`src/design/ceb_pkg.sv`:
```
package ceb_pkg;

  // Command codes carried on the input channel
  localparam logic [1:0] CMD_QUERY   = 2'd0;
  localparam logic [1:0] CMD_FAIL    = 2'd1;
  localparam logic [1:0] CMD_SUCCESS = 2'd2;

  // Configuration register indexes
  localparam logic [1:0] REG_BASE_DELAY   = 2'd0;
  localparam logic [1:0] REG_MAX_DELAY    = 2'd1;
  localparam logic [1:0] REG_JITTER_RANGE = 2'd2;
  localparam logic [1:0] REG_RETRY_LIMIT  = 2'd3;

  // Register reset values
  localparam logic [31:0] RST_BASE_DELAY   = 32'd1000;
  localparam logic [31:0] RST_MAX_DELAY    = 32'd60000;
  localparam logic [31:0] RST_JITTER_RANGE = 32'd5000;
  localparam logic [31:0] RST_RETRY_LIMIT  = 32'hFFFF_FFFF;

  // Largest exponent applied to the base delay
  localparam logic [4:0]  SHIFT_CAP = 5'd30;

  // Restoring divider for the jitter remainder, one quotient bit per cycle
  localparam int DIV_STEPS = 32;
  localparam int STEP_W    = $clog2(DIV_STEPS);

  typedef enum logic [1:0] {
    ST_IDLE,
    ST_CAP,
    ST_DIV,
    ST_DONE
  } ceb_state_t;

  // Controller to datapath
  typedef struct packed {
    logic load;      // capture the input beat
    logic cap;       // register capped delay, arm the divider
    logic div_step;  // one restoring divide step
    logic finish;    // write result, update counter
  } ceb_ctl_t;

  // Datapath to controller
  typedef struct packed {
    logic is_fail;   // captured command is a failure
    logic jit_zero;  // jitter disabled
    logic div_last;  // divider on its final step
    logic out_free;  // output register can take a result
  } ceb_sts_t;

endpackage

```
`src/design/ceb_ctrl.sv`:
```
module ceb_ctrl (
  input  logic              clk,
  input  logic              rst,
  input  logic              in_valid,
  output logic              in_ready,
  input  ceb_pkg::ceb_sts_t sts,
  output ceb_pkg::ceb_ctl_t ctl
);
  import ceb_pkg::*;

  ceb_state_t state, state_next;

  // State register
  always_ff @(posedge clk) begin
    if (rst) begin
      state <= ST_IDLE;
    end else begin
      state <= state_next;
    end
  end

  // Next state and commands
  always_comb begin
    state_next = state;
    ctl        = '0;
    in_ready   = 1'b0;
    unique case (state)
      ST_IDLE: begin
        in_ready = 1'b1;
        if (in_valid) begin
          ctl.load   = 1'b1;
          state_next = ST_CAP;
        end
      end
      ST_CAP: begin
        ctl.cap = 1'b1;
        if (sts.is_fail && !sts.jit_zero) begin
          state_next = ST_DIV;
        end else begin
          state_next = ST_DONE;
        end
      end
      ST_DIV: begin
        ctl.div_step = 1'b1;
        if (sts.div_last) begin
          state_next = ST_DONE;
        end
      end
      ST_DONE: begin
        // wait for room in the output register
        if (sts.out_free) begin
          ctl.finish = 1'b1;
          state_next = ST_IDLE;
        end
      end
      default: begin
        state_next = ST_IDLE;
      end
    endcase
  end

endmodule

```
`src/design/ceb_dp.sv`:
```
module ceb_dp (
  input  logic              clk,
  input  logic              rst,
  input  logic              cfg_we,
  input  logic [1:0]        cfg_index,
  input  logic [31:0]       cfg_data,
  input  logic [1:0]        cmd,
  input  logic [31:0]       random_word,
  output logic              out_valid,
  input  logic              out_ready,
  output logic [31:0]       delay_ms,
  output logic              retry_allowed,
  output logic [31:0]       attempt_count,
  input  ceb_pkg::ceb_ctl_t ctl,
  output ceb_pkg::ceb_sts_t sts
);
  import ceb_pkg::*;

  logic [31:0] base_reg;
  logic [31:0] cap_reg;
  logic [31:0] jitter_range;
  logic [31:0] retry_limit;
  logic [31:0] retry_counter;

  logic [1:0]        cmd_q;
  logic [31:0]       dvd;
  logic [31:0]       rem;
  logic [STEP_W-1:0] step_cnt;
  logic [31:0]       capped;

  logic [4:0]  shamt;
  logic [63:0] wide;
  logic [31:0] capped_next;
  logic [32:0] rem_shift;
  logic [32:0] rem_sub;
  logic [31:0] jitter;
  logic [32:0] sum;
  logic [31:0] sat_delay;
  logic [31:0] retry_counter_next;
  logic        allowed_next;
  logic        is_fail;

  // Configuration registers
  always_ff @(posedge clk) begin
    if (rst) begin
      base_reg     <= RST_BASE_DELAY;
      cap_reg      <= RST_MAX_DELAY;
      jitter_range <= RST_JITTER_RANGE;
      retry_limit  <= RST_RETRY_LIMIT;
    end else if (cfg_we) begin
      unique case (cfg_index)
        REG_BASE_DELAY:   base_reg     <= cfg_data;
        REG_MAX_DELAY:    cap_reg      <= cfg_data;
        REG_JITTER_RANGE: jitter_range <= cfg_data;
        REG_RETRY_LIMIT:  retry_limit  <= cfg_data;
        default: ;
      endcase
    end
  end

  assign is_fail = (cmd_q == CMD_FAIL);

  // Exponential part, taken wide, then capped
  always_comb begin
    shamt       = (retry_counter >= 32'(SHIFT_CAP)) ? SHIFT_CAP : retry_counter[4:0];
    wide        = {32'd0, base_reg} << shamt;
    capped_next = (wide > {32'd0, cap_reg}) ? cap_reg : wide[31:0];
  end

  // Restoring divide step for random_word mod jitter_range
  always_comb begin
    rem_shift = {rem, dvd[31]};
    rem_sub   = rem_shift - {1'b0, jitter_range};
  end

  // Capture the beat, then run the divider
  always_ff @(posedge clk) begin
    if (ctl.load) begin
      cmd_q <= cmd;
      dvd   <= random_word;
    end
    if (ctl.cap) begin
      capped   <= capped_next;
      rem      <= '0;
      step_cnt <= '0;
    end else if (ctl.div_step) begin
      rem      <= rem_sub[32] ? rem_shift[31:0] : rem_sub[31:0];
      dvd      <= {dvd[30:0], 1'b0};
      step_cnt <= step_cnt + STEP_W'(1);
    end
  end

  // Final delay and counter update
  always_comb begin
    jitter    = (jitter_range != '0) ? rem : '0;
    sum       = {1'b0, capped} + {1'b0, jitter};
    sat_delay = sum[32] ? 32'hFFFF_FFFF : sum[31:0];
    retry_counter_next = retry_counter;
    if (is_fail) begin
      if (retry_counter != 32'hFFFF_FFFF) begin
        retry_counter_next = retry_counter + 32'd1;
      end
    end else if (cmd_q == CMD_SUCCESS) begin
      retry_counter_next = '0;
    end
    allowed_next = retry_limit[31] || (retry_counter_next < retry_limit);
  end

  always_ff @(posedge clk) begin
    if (rst) begin
      retry_counter <= '0;
    end else if (ctl.finish) begin
      retry_counter <= retry_counter_next;
    end
  end

  // Output register, holds until the beat is taken
  always_ff @(posedge clk) begin
    if (rst) begin
      out_valid <= 1'b0;
    end else if (ctl.finish) begin
      out_valid <= 1'b1;
    end else if (out_ready) begin
      out_valid <= 1'b0;
    end
  end

  always_ff @(posedge clk) begin
    if (ctl.finish) begin
      delay_ms      <= is_fail ? sat_delay : '0;
      retry_allowed <= allowed_next;
      attempt_count <= retry_counter_next;
    end
  end

  // Status back to the controller
  always_comb begin
    sts.is_fail  = is_fail;
    sts.jit_zero = (jitter_range == '0);
    sts.div_last = (step_cnt == STEP_W'(DIV_STEPS - 1));
    sts.out_free = !out_valid || out_ready;
  end

endmodule

```
`src/design/capped_exponential_backoff.sv`:
```
// Sequence: the input beat is captured in IDLE, the capped delay is registered
//   in CAP, a failure with jitter enabled runs the restoring divider in DIV, and
//   DONE writes the result once the output register has room. A new item is
//   taken only in IDLE, after the last one is through; a pending result waits
//   in the output register while the next item is taken.
// Reset (rst, synchronous): counter cleared, registers to defaults, no result.
module capped_exponential_backoff (
  input  logic        clk,
  input  logic        rst,
  input  logic        cfg_we,
  input  logic [1:0]  cfg_index,
  input  logic [31:0] cfg_data,
  input  logic        in_valid,
  output logic        in_ready,
  input  logic [1:0]  cmd,
  input  logic [31:0] random_word,
  output logic        out_valid,
  input  logic        out_ready,
  output logic [31:0] delay_ms,
  output logic        retry_allowed,
  output logic [31:0] attempt_count
);
  import ceb_pkg::*;

  ceb_ctl_t ctl;
  ceb_sts_t sts;

  ceb_ctrl u_ctrl (
    .clk      (clk),
    .rst      (rst),
    .in_valid (in_valid),
    .in_ready (in_ready),
    .sts      (sts),
    .ctl      (ctl)
  );

  ceb_dp u_dp (
    .clk           (clk),
    .rst           (rst),
    .cfg_we        (cfg_we),
    .cfg_index     (cfg_index),
    .cfg_data      (cfg_data),
    .cmd           (cmd),
    .random_word   (random_word),
    .out_valid     (out_valid),
    .out_ready     (out_ready),
    .delay_ms      (delay_ms),
    .retry_allowed (retry_allowed),
    .attempt_count (attempt_count),
    .ctl           (ctl),
    .sts           (sts)
  );

endmodule

```
`config.mk`:
```
export PLATFORM = sky130hd
export DESIGN_NAME = capped_exponential_backoff
export DESIGN_NICKNAME = d
export VERILOG_FILES = /design/src/design/ceb_pkg.sv /design/src/design/ceb_ctrl.sv /design/src/design/ceb_dp.sv /design/src/design/capped_exponential_backoff.sv
export SDC_FILE = /design/constraint.sdc
export NUM_CORES = 1
export LEC_CHECK = 0
export ABC_AREA = 1
export BUFFER_PORTS_ARGS = -buffer_cell sky130_fd_sc_hd__clkbuf_2
export CAP_MARGIN = 5
export CORE_UTILIZATION = 62
export DETAILED_ROUTE_END_ITERATION = 10
export PLACE_DENSITY = 0.91
export SLEW_MARGIN = 20
export SYNTH_ARGS = -nofsm -noshare
export SYNTH_HDL_FRONTEND = slang
export SYNTH_SLANG_ARGS = --single-unit
```
`constraint.sdc`:
```
create_clock -name clk -period 5.7 [get_ports clk]
set_input_delay 0.57 -clock clk [delete_from_list [all_inputs] [get_ports clk]]
set_output_delay 0.57 -clock clk [all_outputs]
set_load 0.05 [all_outputs]
```
* Word-level counts from Yosys, hierarchy flattened
Index checks and enable logic that the tools add are counted.
Storage, ports and cells: register bits 331, input port bits 73, output and inout bits 67, logic and storage cells 76
Cells by class: add/subtract/negate cells 4, order comparisons 3, equal/unequal tests 13, shift operators 1, muxes and demuxes 25, reduce and logical (&&, ||, !) cells 15
Operators by type and width (count):
- 32-bit 2-to-1 mux | 10
- 64-bit by 32-bit > comparator with 1-bit output | 1
- 32-bit by 5-bit left shift with 64-bit output | 1
- 32-bit by 32-bit adder with 33-bit output | 1
- 33-bit by 32-bit subtractor with 33-bit output | 1
- 32-bit by 1-bit adder with 32-bit output (second input constant) | 1
- 32-bit by 5-bit >= comparator with 1-bit output (second input constant) | 1
- 32-bit logical NOT | 1
- 32-bit less-than comparator | 1
- 32-bit inequality test (second input constant) | 1
- 32-bit nonzero test | 1
- 2-bit equality test (second input constant) | 5
- 1-bit 2-to-1 mux | 10
- 2-bit case mux with 4 select lines | 1
- 2-bit AND reduction | 4
- 2-bit by 1-bit equality test with 1-bit output (second input constant) | 3
- 2-bit 2-to-1 mux | 3
- 2-bit inequality test (second input constant) | 3
- 5-bit by 1-bit adder with 5-bit output (second input constant) | 1
- 5-bit equality test (second input constant) | 1
- 5-bit 2-to-1 mux | 1
- 2-bit logical NOT | 2
- 3-bit AND reduction | 1
- 1-bit logical NOT | 2
- 3 further kinds | 4

* Longest topological paths before layout
Gate-level depths: netlist of run 1.
depth after elaboration 5, depth in mapped cells 32

* Cells and area by module
Synthesis of run 1 repeated with hierarchy kept, for this count alone.
Unflattened totals: cell total of the unflattened synthesis 2919, area, all modules 20967.6 µm²
Modules (own cells, without submodules):
- ceb_dp | times used 1, cells each 2887, area each 20758.7 µm², seq. area each 7577.3 µm²
- ceb_ctrl | times used 1, cells each 32, area each 209.0 µm², seq. area each 40.0 µm²

* Worst setup path after synthesis of run 1
No wires, ideal clock.
path type reg2reg, from register u_dp.retry_counter[0], to register u_dp.capped[30] (data pin), data arrival time 4.270 ns, data required time 5.447 ns, slack 1.177 ns, cell stages (with the launch flop) 27, clock period less this slack 4.523 ns, path through dfxtp_1 -> clkbuf_1 -> clkbuf_1 -> inv_1 -> ha_1 -> o21ai_1 -> nand2_1 -> nor2_4 -> nand3_2 -> buf_6 -> buf_6 -> nand2_1 -> nand3_1 -> and2_0 -> o21ai_0 -> nand2_1 -> nand2_1 -> o21ai_0 -> ha_1 -> nand2_1 -> nor4_1 -> nand4_1 -> a22oi_4 -> nand3_4 -> buf_6 -> nand2_1 -> nand2_1
On the way: longest elaborated chain between the ends 5
RTL lines:
- start, declared | line ceb_dp.sv:23 | logic [31:0] retry_counter;
- start signal, assigned | line ceb_dp.sv:113 | retry_counter <= retry_counter_next;
- 32-bit by 5-bit >= comparator with 1-bit output | line ceb_dp.sv:65 | shamt = (retry_counter >= 32'(SHIFT_CAP)) ? SHIFT_CAP : retry_counter[4:0];
- 5-bit 2-to-1 mux * | line ceb_dp.sv:65
- 32-bit by 5-bit left shift with 64-bit output * | line ceb_dp.sv:66 | wide = {32'd0, base_reg} << shamt;
- 64-bit by 32-bit > comparator with 1-bit output | line ceb_dp.sv:67 | capped_next = (wide > {32'd0, cap_reg}) ? cap_reg : wide[31:0];
- 32-bit 2-to-1 mux * | line ceb_dp.sv:67
- named net u_dp.capped_next[30] | line ceb_dp.sv:33 | logic [31:0] capped_next;
- end signal, assigned | line ceb_dp.sv:83 | capped <= capped_next;
- end, declared | line ceb_dp.sv:29 | logic [31:0] capped;
Mark *: on every way through the listed nets, which the timed path passes. The rest lies on a longest branch. A chain may end at the register's enable or synchronous reset.

* Worst setup path after layout of run 1
from register u_dp.jitter_range[8], to register u_dp.delay_ms[25] (data pin)
On the way: longest elaborated chain between the ends 4
RTL lines:
- start, declared | line ceb_dp.sv:21 | logic [31:0] jitter_range;
- start signal, assigned | line ceb_dp.sv:54 | REG_JITTER_RANGE: jitter_range <= cfg_data;
- 32-bit nonzero test | line ceb_dp.sv:95 | jitter = (jitter_range != '0) ? rem : '0;
- 32-bit 2-to-1 mux | line ceb_dp.sv:95
- 32-bit by 32-bit adder with 33-bit output | line ceb_dp.sv:96 | sum = {1'b0, capped} + {1'b0, jitter};
- 32-bit 2-to-1 mux | line ceb_dp.sv:97 | sat_delay = sum[32] ? 32'hFFFF_FFFF : sum[31:0];
- end signal, assigned | line ceb_dp.sv:130 | delay_ms <= is_fail ? sat_delay : '0;
- end, declared | line ceb_dp.sv:11 | output logic [31:0] delay_ms,
No other way between the ends.

==> results of run 1 <==
cells in the mapped netlist (5+ instances only):
cell and count:
nor3_1 45, a31oi_1 40, o21bai_1 8, nor4_1 16, a21oi_1 315, o21ai_0 222, ha_1 135, buf_2 23
xor2_1 27, o211ai_1 44, edfxtp_1 99, a21boi_0 6, nand3_1 169, buf_4 11, nand4_1 90, a211oi_1 8
xnor2_1 22, buf_6 7, clkbuf_1 97, a21o_1 6, nand2_1 617, o21a_1 10, inv_2 6, inv_1 334
dfxtp_1 232, nor2_1 232, mux2i_1 5
placed cells by master (no fill, tap or decap), types with 40 or more instances in the layout:
cell type / Yosys / layout
a21oi_1: 315 / 315
a31oi_1: 40 / 40
clkbuf_2: 0 / 139
dfxtp_1: 232 / 232
edfxtp_1: 99 / 99
ha_1: 135 / 134
inv_1: 334 / 333
nand2_1: 617 / 616
nand3_1: 169 / 169
nand4_1: 90 / 90
nor2_1: 232 / 231
nor3_1: 45 / 45
o211ai_1: 44 / 44
o21ai_0: 222 / 222
layout make-up:
class	instances	area [sq um]
Antenna cell	4	10.0
Clock buffer	45	995
Clock inverter	21	249
Fill cell	2687	9950
Inverter	345	1300
Multi-Input combinational cell	2070	11100
Sequential cell	331	7620
Tap cell	442	553
Timing Repair Buffer	164	903
layer usage:
metal | share of wire | GRT usage | up-vias
met4 | 0.059 | 0.213 | 6
met1 | 0.41 | 0.470 | 9609
met2 | 0.45 | 0.603 | 1029
met3 | 0.078 | 0.0616 | 219
met5 | 0.00058 | 0 | -
li1 | - | - | 9910
worst max-delay path by stage:
| stage | from | cells after the start | slack (ns) | to |
|---|---|---|---|---|
| 2_1_floorplan | u_dp.retry_counter[0] | 26 | 1.18 | u_dp.capped[30] |
| 3_3_place_gp | u_dp.jitter_range[0] | 20 | 0.66 | u_dp.delay_ms[25] |
| 3_5_place_dp | u_dp.jitter_range[8] | 20 | 0.56 | u_dp.delay_ms[25] |
| 4_1_cts | u_dp.jitter_range[8] | 20 | 0.52 | u_dp.delay_ms[25] |
| 5_1_grt | u_dp.jitter_range[8] | 20 | 0.05 | u_dp.delay_ms[25] |
| 6_report | u_dp.jitter_range[8] | 20 | 0.49 | u_dp.delay_ms[25] |
per-stage QoR:
| step | area, sq um | instances | setup WS (ns) | utilization | hold WS, ns |
|---|---|---|---|---|---|
| after floorplan | 20700 | 2886 | 1.18 | - | 0.430 |
| after global placement | 21500 | 3351 | 0.656 | 0.657 | 0.439 |
| after detailed placement | 21500 | 3351 | 0.563 | 0.657 | 0.452 |
| after CTS | 22700 | 3417 | 0.525 | 0.695 | 0.171 |
| after global routing | 22700 | 3419 | 0.0492 | 0.696 | 0.177 |
| final | 22800 | 3422 | 0.490 | 0.696 | 0.182 |
critical path, delay by kind of cell (launching register included):
| family | cells | cell delay (ns) |
|---|---|---|
| flip-flops | 1 | 0.32 |
| buffers and inverters | 3 | 0.83 |
| AND/OR/NAND/NOR | 11 | 2.03 |
| AO/OA/AOI/OAI | 5 | 1.52 |
| adder cells (fa/ha/maj) | 1 | 0.36 |
logic make-up after synthesis:
kind of cell    count (synthesis)  synth area share
fa+ha+maj                     137            0.0837
simple gates                 1193             0.247
mux                             5           0.00242
buf+inv                       485            0.0941
xor+xnor                       49            0.0208
compound gates                686             0.183
flops                         331             0.369
power by group through the flow:
stage          clock [mW]  sequential [mW]  combinational, mW
2_1_floorplan           0             3.38               7.46
5_1_grt              2.53             3.27               11.0
6_report             2.43             3.23               10.0
3_3_place_gp            0             3.24               9.51
3_5_place_dp            0             3.26               9.70
4_1_cts              2.44             3.22               9.75
==> metrics.md, run 1 <==
| Metric | Value |
|---|---|
| Status | finished clean |
| Worst-Margin Slew | between 1 and 1.5 ns |
| Ys flop type | dfxtp_1 |
| Syn. warnings | 0 |
| F_max | ~190 MHz |
| Max Fanout on Critical Path | 33 |
| Slowest cell on crit path | o21ai_0 |
| Crit. End Element | flop |
| Hold-critical path depth | 1 |
| Post-Syn Area | about 21,000 sq um |
| First-pass GRT wire length | ~100 mm |
| Post-synth EDFFs | 99 |
| TritonCTS Buffers | 36 |
| Vias in the first global route | roughly 19,000 |
| Maximum vdd drop | about 0.71 mV |
| Yosys cell types | 53 |
| Gates resized, CTS repair | 0 |
| Number of synthesized register bits | 331 |
| Clk Latency, worst-skew pair | 0.56 ns |
| Cell count after synthesis | 2,886 |
| DRT Pass-1 Iters | 6 |
| Vias | between 20,000 and 25,000 |
| Comb pwr share | 0.639 |
| Hold worst-path end | u_dp.cmd_q[0] |
| Drt wl/cell | about 19 microns |
| CTS Buffer Depth | 3 |
| Clk slew on worst S/H paths | approximately 0.060 ns |
| Post-CTS Hold Buffers | 0 |
| Min Tclk post-route | between 5 and 6 ns |
| RD Place Congestion | 1.03 |
| Synthesized area per cell | about 7.2 sq um |
| Internal Dissipation | about 7.4 mW |
| CP Class | reg2reg |
| Setup violations, final | 0 |
| CP arrival | about 5.6 ns |
| Core Region | between 30,000 and 40,000 sq um |
| Total track usage | 0.372 |
| Post-DP HPWL | between 40 and 50 mm |
| CTS Root Cell | clkbuf_16 |
| Critical Path Max Stage Delay | ~0.5 ns |
| Initial DRC Count | roughly 2,300 |
| Die Span Y | 185 microns |
| CP Launch Type | flop |
| CP most frequent cell | nand2_1 |
| Vias per cell | between 6 and 7 |
| DRC viols | 0 |
| Die area | 34,100 sq um |
| Psw | between 8 and 9 mW |
| Ratio of cells with drive above 1 in the final layout | 0.0864 |
| Die width | 185 microns |
| RSZ-0062 raised after global routing | no |
| Async S/R FF share, synth | 0 |
| CTS H-tree depth | 2 |
| Hold Violations, Final | 0 |
| Max cap viols | 0 |
| Grt total ovfl | 0 |
| Io pins | 140 |
| Syn_nets | between 3,000 and 4,000 |
| CTS Sinks | approximately 330 |
| Fin nets | roughly 3,200 |
| Initial Util | 0.632 |
| Critical R2R Launch | u_dp.jitter_range[8] |
| Power density over the cells | slightly below 700 nW/um^2 |
| Clock power share | 0.155 |
| # rows | 66 |
| Setup slack, reg-to-reg | approximately 0.49 ns |
| Hold Startpoint | cmd[0] |
| Pin count of the biggest net entering global routing | a little over 80 |
| Clock Skews | 0.0267 ns |
| Share of the synthesized area in the top cell type | 0.225 |
| Sequential area share after synthesis | 0.369 |
| Setup_tns | 0 ns |
| Antenna violations before repair | 5 |
| Post-CTS setup buffer count | 0 |
| Synth-to-layout area growth | 10.1% |
| Req. time, crit path | between 6 and 7 ns |
| CP cell instances | nor4_1 > nand4_1 > nor4_2 > buf_4 > nor2_1 > ha_1 > nand2_1 > o21ai_0 > a21oi_1 > o21ai_0 > a21oi_1 > o21ai_0 > nand4_1 > nand2_1 > nand3_1 > nand2_1 > inv_1 > nand3_1 > nand2_1 > inv_1 |
| Switching portion of total power | 0.529 |
| Overall Power | around 16 mW |
| Top post-synthesis cells by area | dfxtp_1, edfxtp_1, nand2_1 |
| HP Class | in2reg |
| Dominant cell type by area after synthesis | dfxtp_1 |
| Routed Wire Length | about 63 mm |
| Fin. max-slew vios | 0 |
| Worst r2r dst | u_dp.delay_ms[25] |
| Reg2Reg Depth | 20 |
| Worst slew margin | 0.214 |
| CTS tree | built |
| Period Utilization, post-route | 0.914 |
| P_leak | around 11 nW |
| Seq pwr share | 0.206 |
| Antenna-violating nets left | 0 |
| PortBufs | approximately 140 |
Power figures use the tool's default switching activity.
==> run 2, diff against run 1 <==
--- a/config.mk
+++ b/config.mk
@@ -5,7 +5,6 @@
 export SDC_FILE = /design/constraint.sdc
 export NUM_CORES = 1
 export LEC_CHECK = 0
-export ABC_AREA = 1
 export BUFFER_PORTS_ARGS = -buffer_cell sky130_fd_sc_hd__clkbuf_2
 export CAP_MARGIN = 5
 export CORE_UTILIZATION = 62
==> metrics.md, run 2 <==
| Metric | Value |
|---|---|
| RSZ-0062 raised after global routing | no |
| Worst slew margin | 0.305 (+0.0911) |
| Hold-critical path depth | 1 (unchanged) |
| Pin count of the biggest net entering global routing | 79 (-3.7%) |
| CP cell instances | nor4_4 > nand3_1 > nor2_2 > buf_4 > o211a_1 > a21oi_1 > a22o_1 > o21ai_0 > nor2_1 > a21o_1 > ha_1 > nand3_1 > nor3_1 > nand2_1 > o211ai_1 > a211oi_4 > o21ai_4 > mux2_2 |
| Top post-synthesis cells by area | dfxtp_1, edfxtp_1, ha_1 |
| Synth-to-layout area growth | 11.6% |
| Worst-Margin Slew | 1.04 ns (-0.133 ns) |
| Slowest cell on crit path | nor2_2 |
| Final Cell Area | 23,200 sq um (+1.9%) |
| Initial DRC Count | 2,154 (-6.2%) |
| Routed Wire Length | 69.1 mm (+8.9%) |
| CP arrival | 5.78 ns (+0.15 ns) |
| Ratio of cells with drive above 1 in the final layout | 0.130 (+0.0433) |
| Die Span Y | 185 microns (+0.27%) |
| CTS tree | built |
| Setup_tns | 0 ns (unchanged) |
| Period Utilization, post-route | 0.965 (+0.0508) |
| HP Class | in2reg |
| # rows | 66 (unchanged) |
| Worst r2r dst | u_dp.capped[31] |
| Post-DP HPWL | 50.4 mm (+9.1%) |
| Hold Violations, Final | 0 (unchanged) |
| Placed cell area | 22,000 sq um (+2.6%) |
| Total track usage | 0.399 (+0.0271) |
| Syn. warnings | 0 (unchanged) |
| Crit. End Element | flop |
| Critical R2R Launch | u_dp.retry_counter[20] |
| Reg2Reg Depth | 18 (-10%) |
| CTS Root Cell | clkbuf_16 |
| Post-Syn Area | 20,800 sq um (+0.54%) |
| Max Fanout on Critical Path | 27 (-18%) |
| Die width | 185 microns (+0.27%) |
| Sequential area share after synthesis | 0.367 (-0.00198) |
| First-pass GRT wire length | 105 mm (+4.7%) |
| Most common cell after layout, fill and taps aside | nand2_1 |
| Die area | 34,300 sq um (+0.54%) |
| Ys flop type | dfxtp_1 |
| Commonest cells post-synth | nand2_1, dfxtp_1, a21oi_1, nor2_1, inv_1 |
| Yosys cell types | 88 (+66%) |
| Clock Skews | 0.0237 ns (-0.00302 ns) |
| Clk Latency, worst-skew pair | 0.53 ns (-0.03 ns) |
| Dominant cell type by area after synthesis | dfxtp_1 |
| DRC viols | 0 (unchanged) |
| Critical Path Max Stage Delay | 0.52 ns (+0.02 ns) |
| Grt total ovfl | 0 (unchanged) |
| F_max | 182 MHz (-5.3%) |
| CP Class | reg2reg |
| N_diodes | 0 (-4) |
| Max cap viols | 0 (unchanged) |
| Min Tclk post-route | 5.50 ns (+0.289 ns) |
| Status | finished clean |
| Drt wl/cell | 22.7 microns (+23%) |
| Vias | 19,900 (-4.2%) |
| Syn_nets | 2,676 (-14%) |
| Antenna violations before repair | 0 (-5) |
| Filler instances | 2,498 (-7.0%) |
| CP Launch Type | flop |
| Clk slew on worst S/H paths | 0.06 ns (about the same) |
| Antenna-violating nets left | 0 (unchanged) |
| DRT Pass-1 Iters | 9 (+3) |
| Synthesized area per cell | 8.43 sq um (+18%) |
| Count leader, synth | nand2_1 |
| RD Place Congestion | 1.06 (+2.8%) |
| Async S/R FF share, synth | 0 (unchanged) |
| Number of synthesized register bits | 331 (unchanged) |
| Initial Util | 0.634 (+0.00180) |
| Req. time, crit path | 5.98 ns (-0.14 ns) |
| PortBufs | 139 (unchanged) |
| Highest-count cells in the layout ignoring fill and taps | nand2_1, dfxtp_1, a21oi_1, nor2_1, clkbuf_2 |
| Cell count after synthesis | 2,466 (-15%) |
| Hold Startpoint | cmd[0] |
| Share of the synthesized area in the top cell type | 0.224 (-0.00120) |
| Core Region | 32,800 sq um (+0.25%) |
| Setup slack, reg-to-reg | 0.20 ns (-0.29 ns) |
| CTS Sinks | 331 (unchanged) |
| Io pins | 140 (unchanged) |
| TritonCTS Buffers | 37 (+2.8%) |
| CTS Buffer Depth | 3 (unchanged) |
| Fin nets | 2,782 (-12%) |
| Fin. max-slew vios | 0 (unchanged) |
| CTS H-tree depth | 2 (unchanged) |
| Hold worst-path end | u_dp.cmd_q[0] |
| Setup violations, final | 0 (unchanged) |
| Post-CTS Hold Buffers | 0 (unchanged) |
| Post-CTS setup buffer count | 0 (unchanged) |
| CP most frequent cell | nand3_1 |
| Post-synth EDFFs | 99 (unchanged) |
| Vias in the first global route | 18,600 (-2.7%) |
| Vias per cell | 6.54 (+7.8%) |
==> run 2: changes by cell type after synthesis, sizes merged, moves of 34 or more <==
cell / change
a211o: +42
a21o: +41
a21oi: -105
a311oi: +34
inv: -202
mux2i: +74
nand2: -275
nand3: -90
nand4: -56
nor2: -38
nor2b: +45
o21ai: -107
==> run 2: worst max path at each step <==
stage | start | end | slack, ns
finish | u_dp.retry_counter[20] | u_dp.capped[31] | 0.20
global route | u_dp.retry_counter[7] | u_dp.capped[31] | 0.01
CTS | u_dp.retry_counter[16] | u_dp.capped[1] | 0.21
detailed placement | u_dp.retry_counter[31] | u_dp.capped[1] | 0.24
global placement | u_dp.retry_counter[16] | u_dp.capped[0] | 0.23
floorplan | u_dp.retry_counter[0] | u_dp.capped[18] | 0.35
==> run 2: final cells by class <==
class                      count  area, sq um  area share
clock buffer                  49         1010      0.0436
sequential                   331         7620       0.328
inverter                     139          523      0.0226
clock inverter                17          128     0.00550
timing repair buffer         216         1320      0.0568
multi-input combinational   1847        12000       0.519
tap                          442          553      0.0238
==> run 2: metrics by stage <==
stage	instances	hold slack, ns	worst slack [ns]	utilization
2_1_floorplan	2466	0.425	0.347	-
3_3_place_gp	2973	0.431	0.234	0.672
3_5_place_dp	2973	0.446	0.239	0.672
4_1_cts	3039	0.216	0.210	0.706
5_1_grt	3041	0.218	0.00974	0.707
6_report	3041	0.231	0.201	0.707
==> run 2: critical path: cells and delay by family (launching register included) <==
kind	cells	cell delay, ns
compound gates	8	1.83
buf+inv	1	0.29
simple gates	7	1.97
flops	1	0.39
fa+ha+maj	1	0.32
mux	1	0.42
==> run 2: cell families after synthesis <==
| group | after synthesis | share of synthesized area |
|---|---|---|
| simple gates | 875 | 0.199 |
| compound gates | 682 | 0.220 |
| flops | 331 | 0.367 |
| buf+inv | 288 | 0.0567 |
| fa+ha+maj | 137 | 0.0832 |
| mux | 102 | 0.0527 |
| xor+xnor | 51 | 0.0215 |
==> run 2: timing repair <==
| action | in CTS | in global routing |
|---|---|---|
| setup endpoints to repair | 0 | 32 |
| resized for setup | 0 | 3 |
| hold endpoints to repair | 0 | 0 |
==> run 2: per-layer routing <==
layer / track usage / part of all wire / routed length, microns
met1: 0.485 / 0.38 / 26200
met2: 0.635 / 0.45 / 31100
met3: 0.0842 / 0.095 / 6580
met4: 0.273 / 0.075 / 5180
met5: 0 / 0 / 0
Power of run 2 is left out: the tool's default activity adds up to more than one toggle a clock period on the data nets, which glitch-free logic cannot reach.
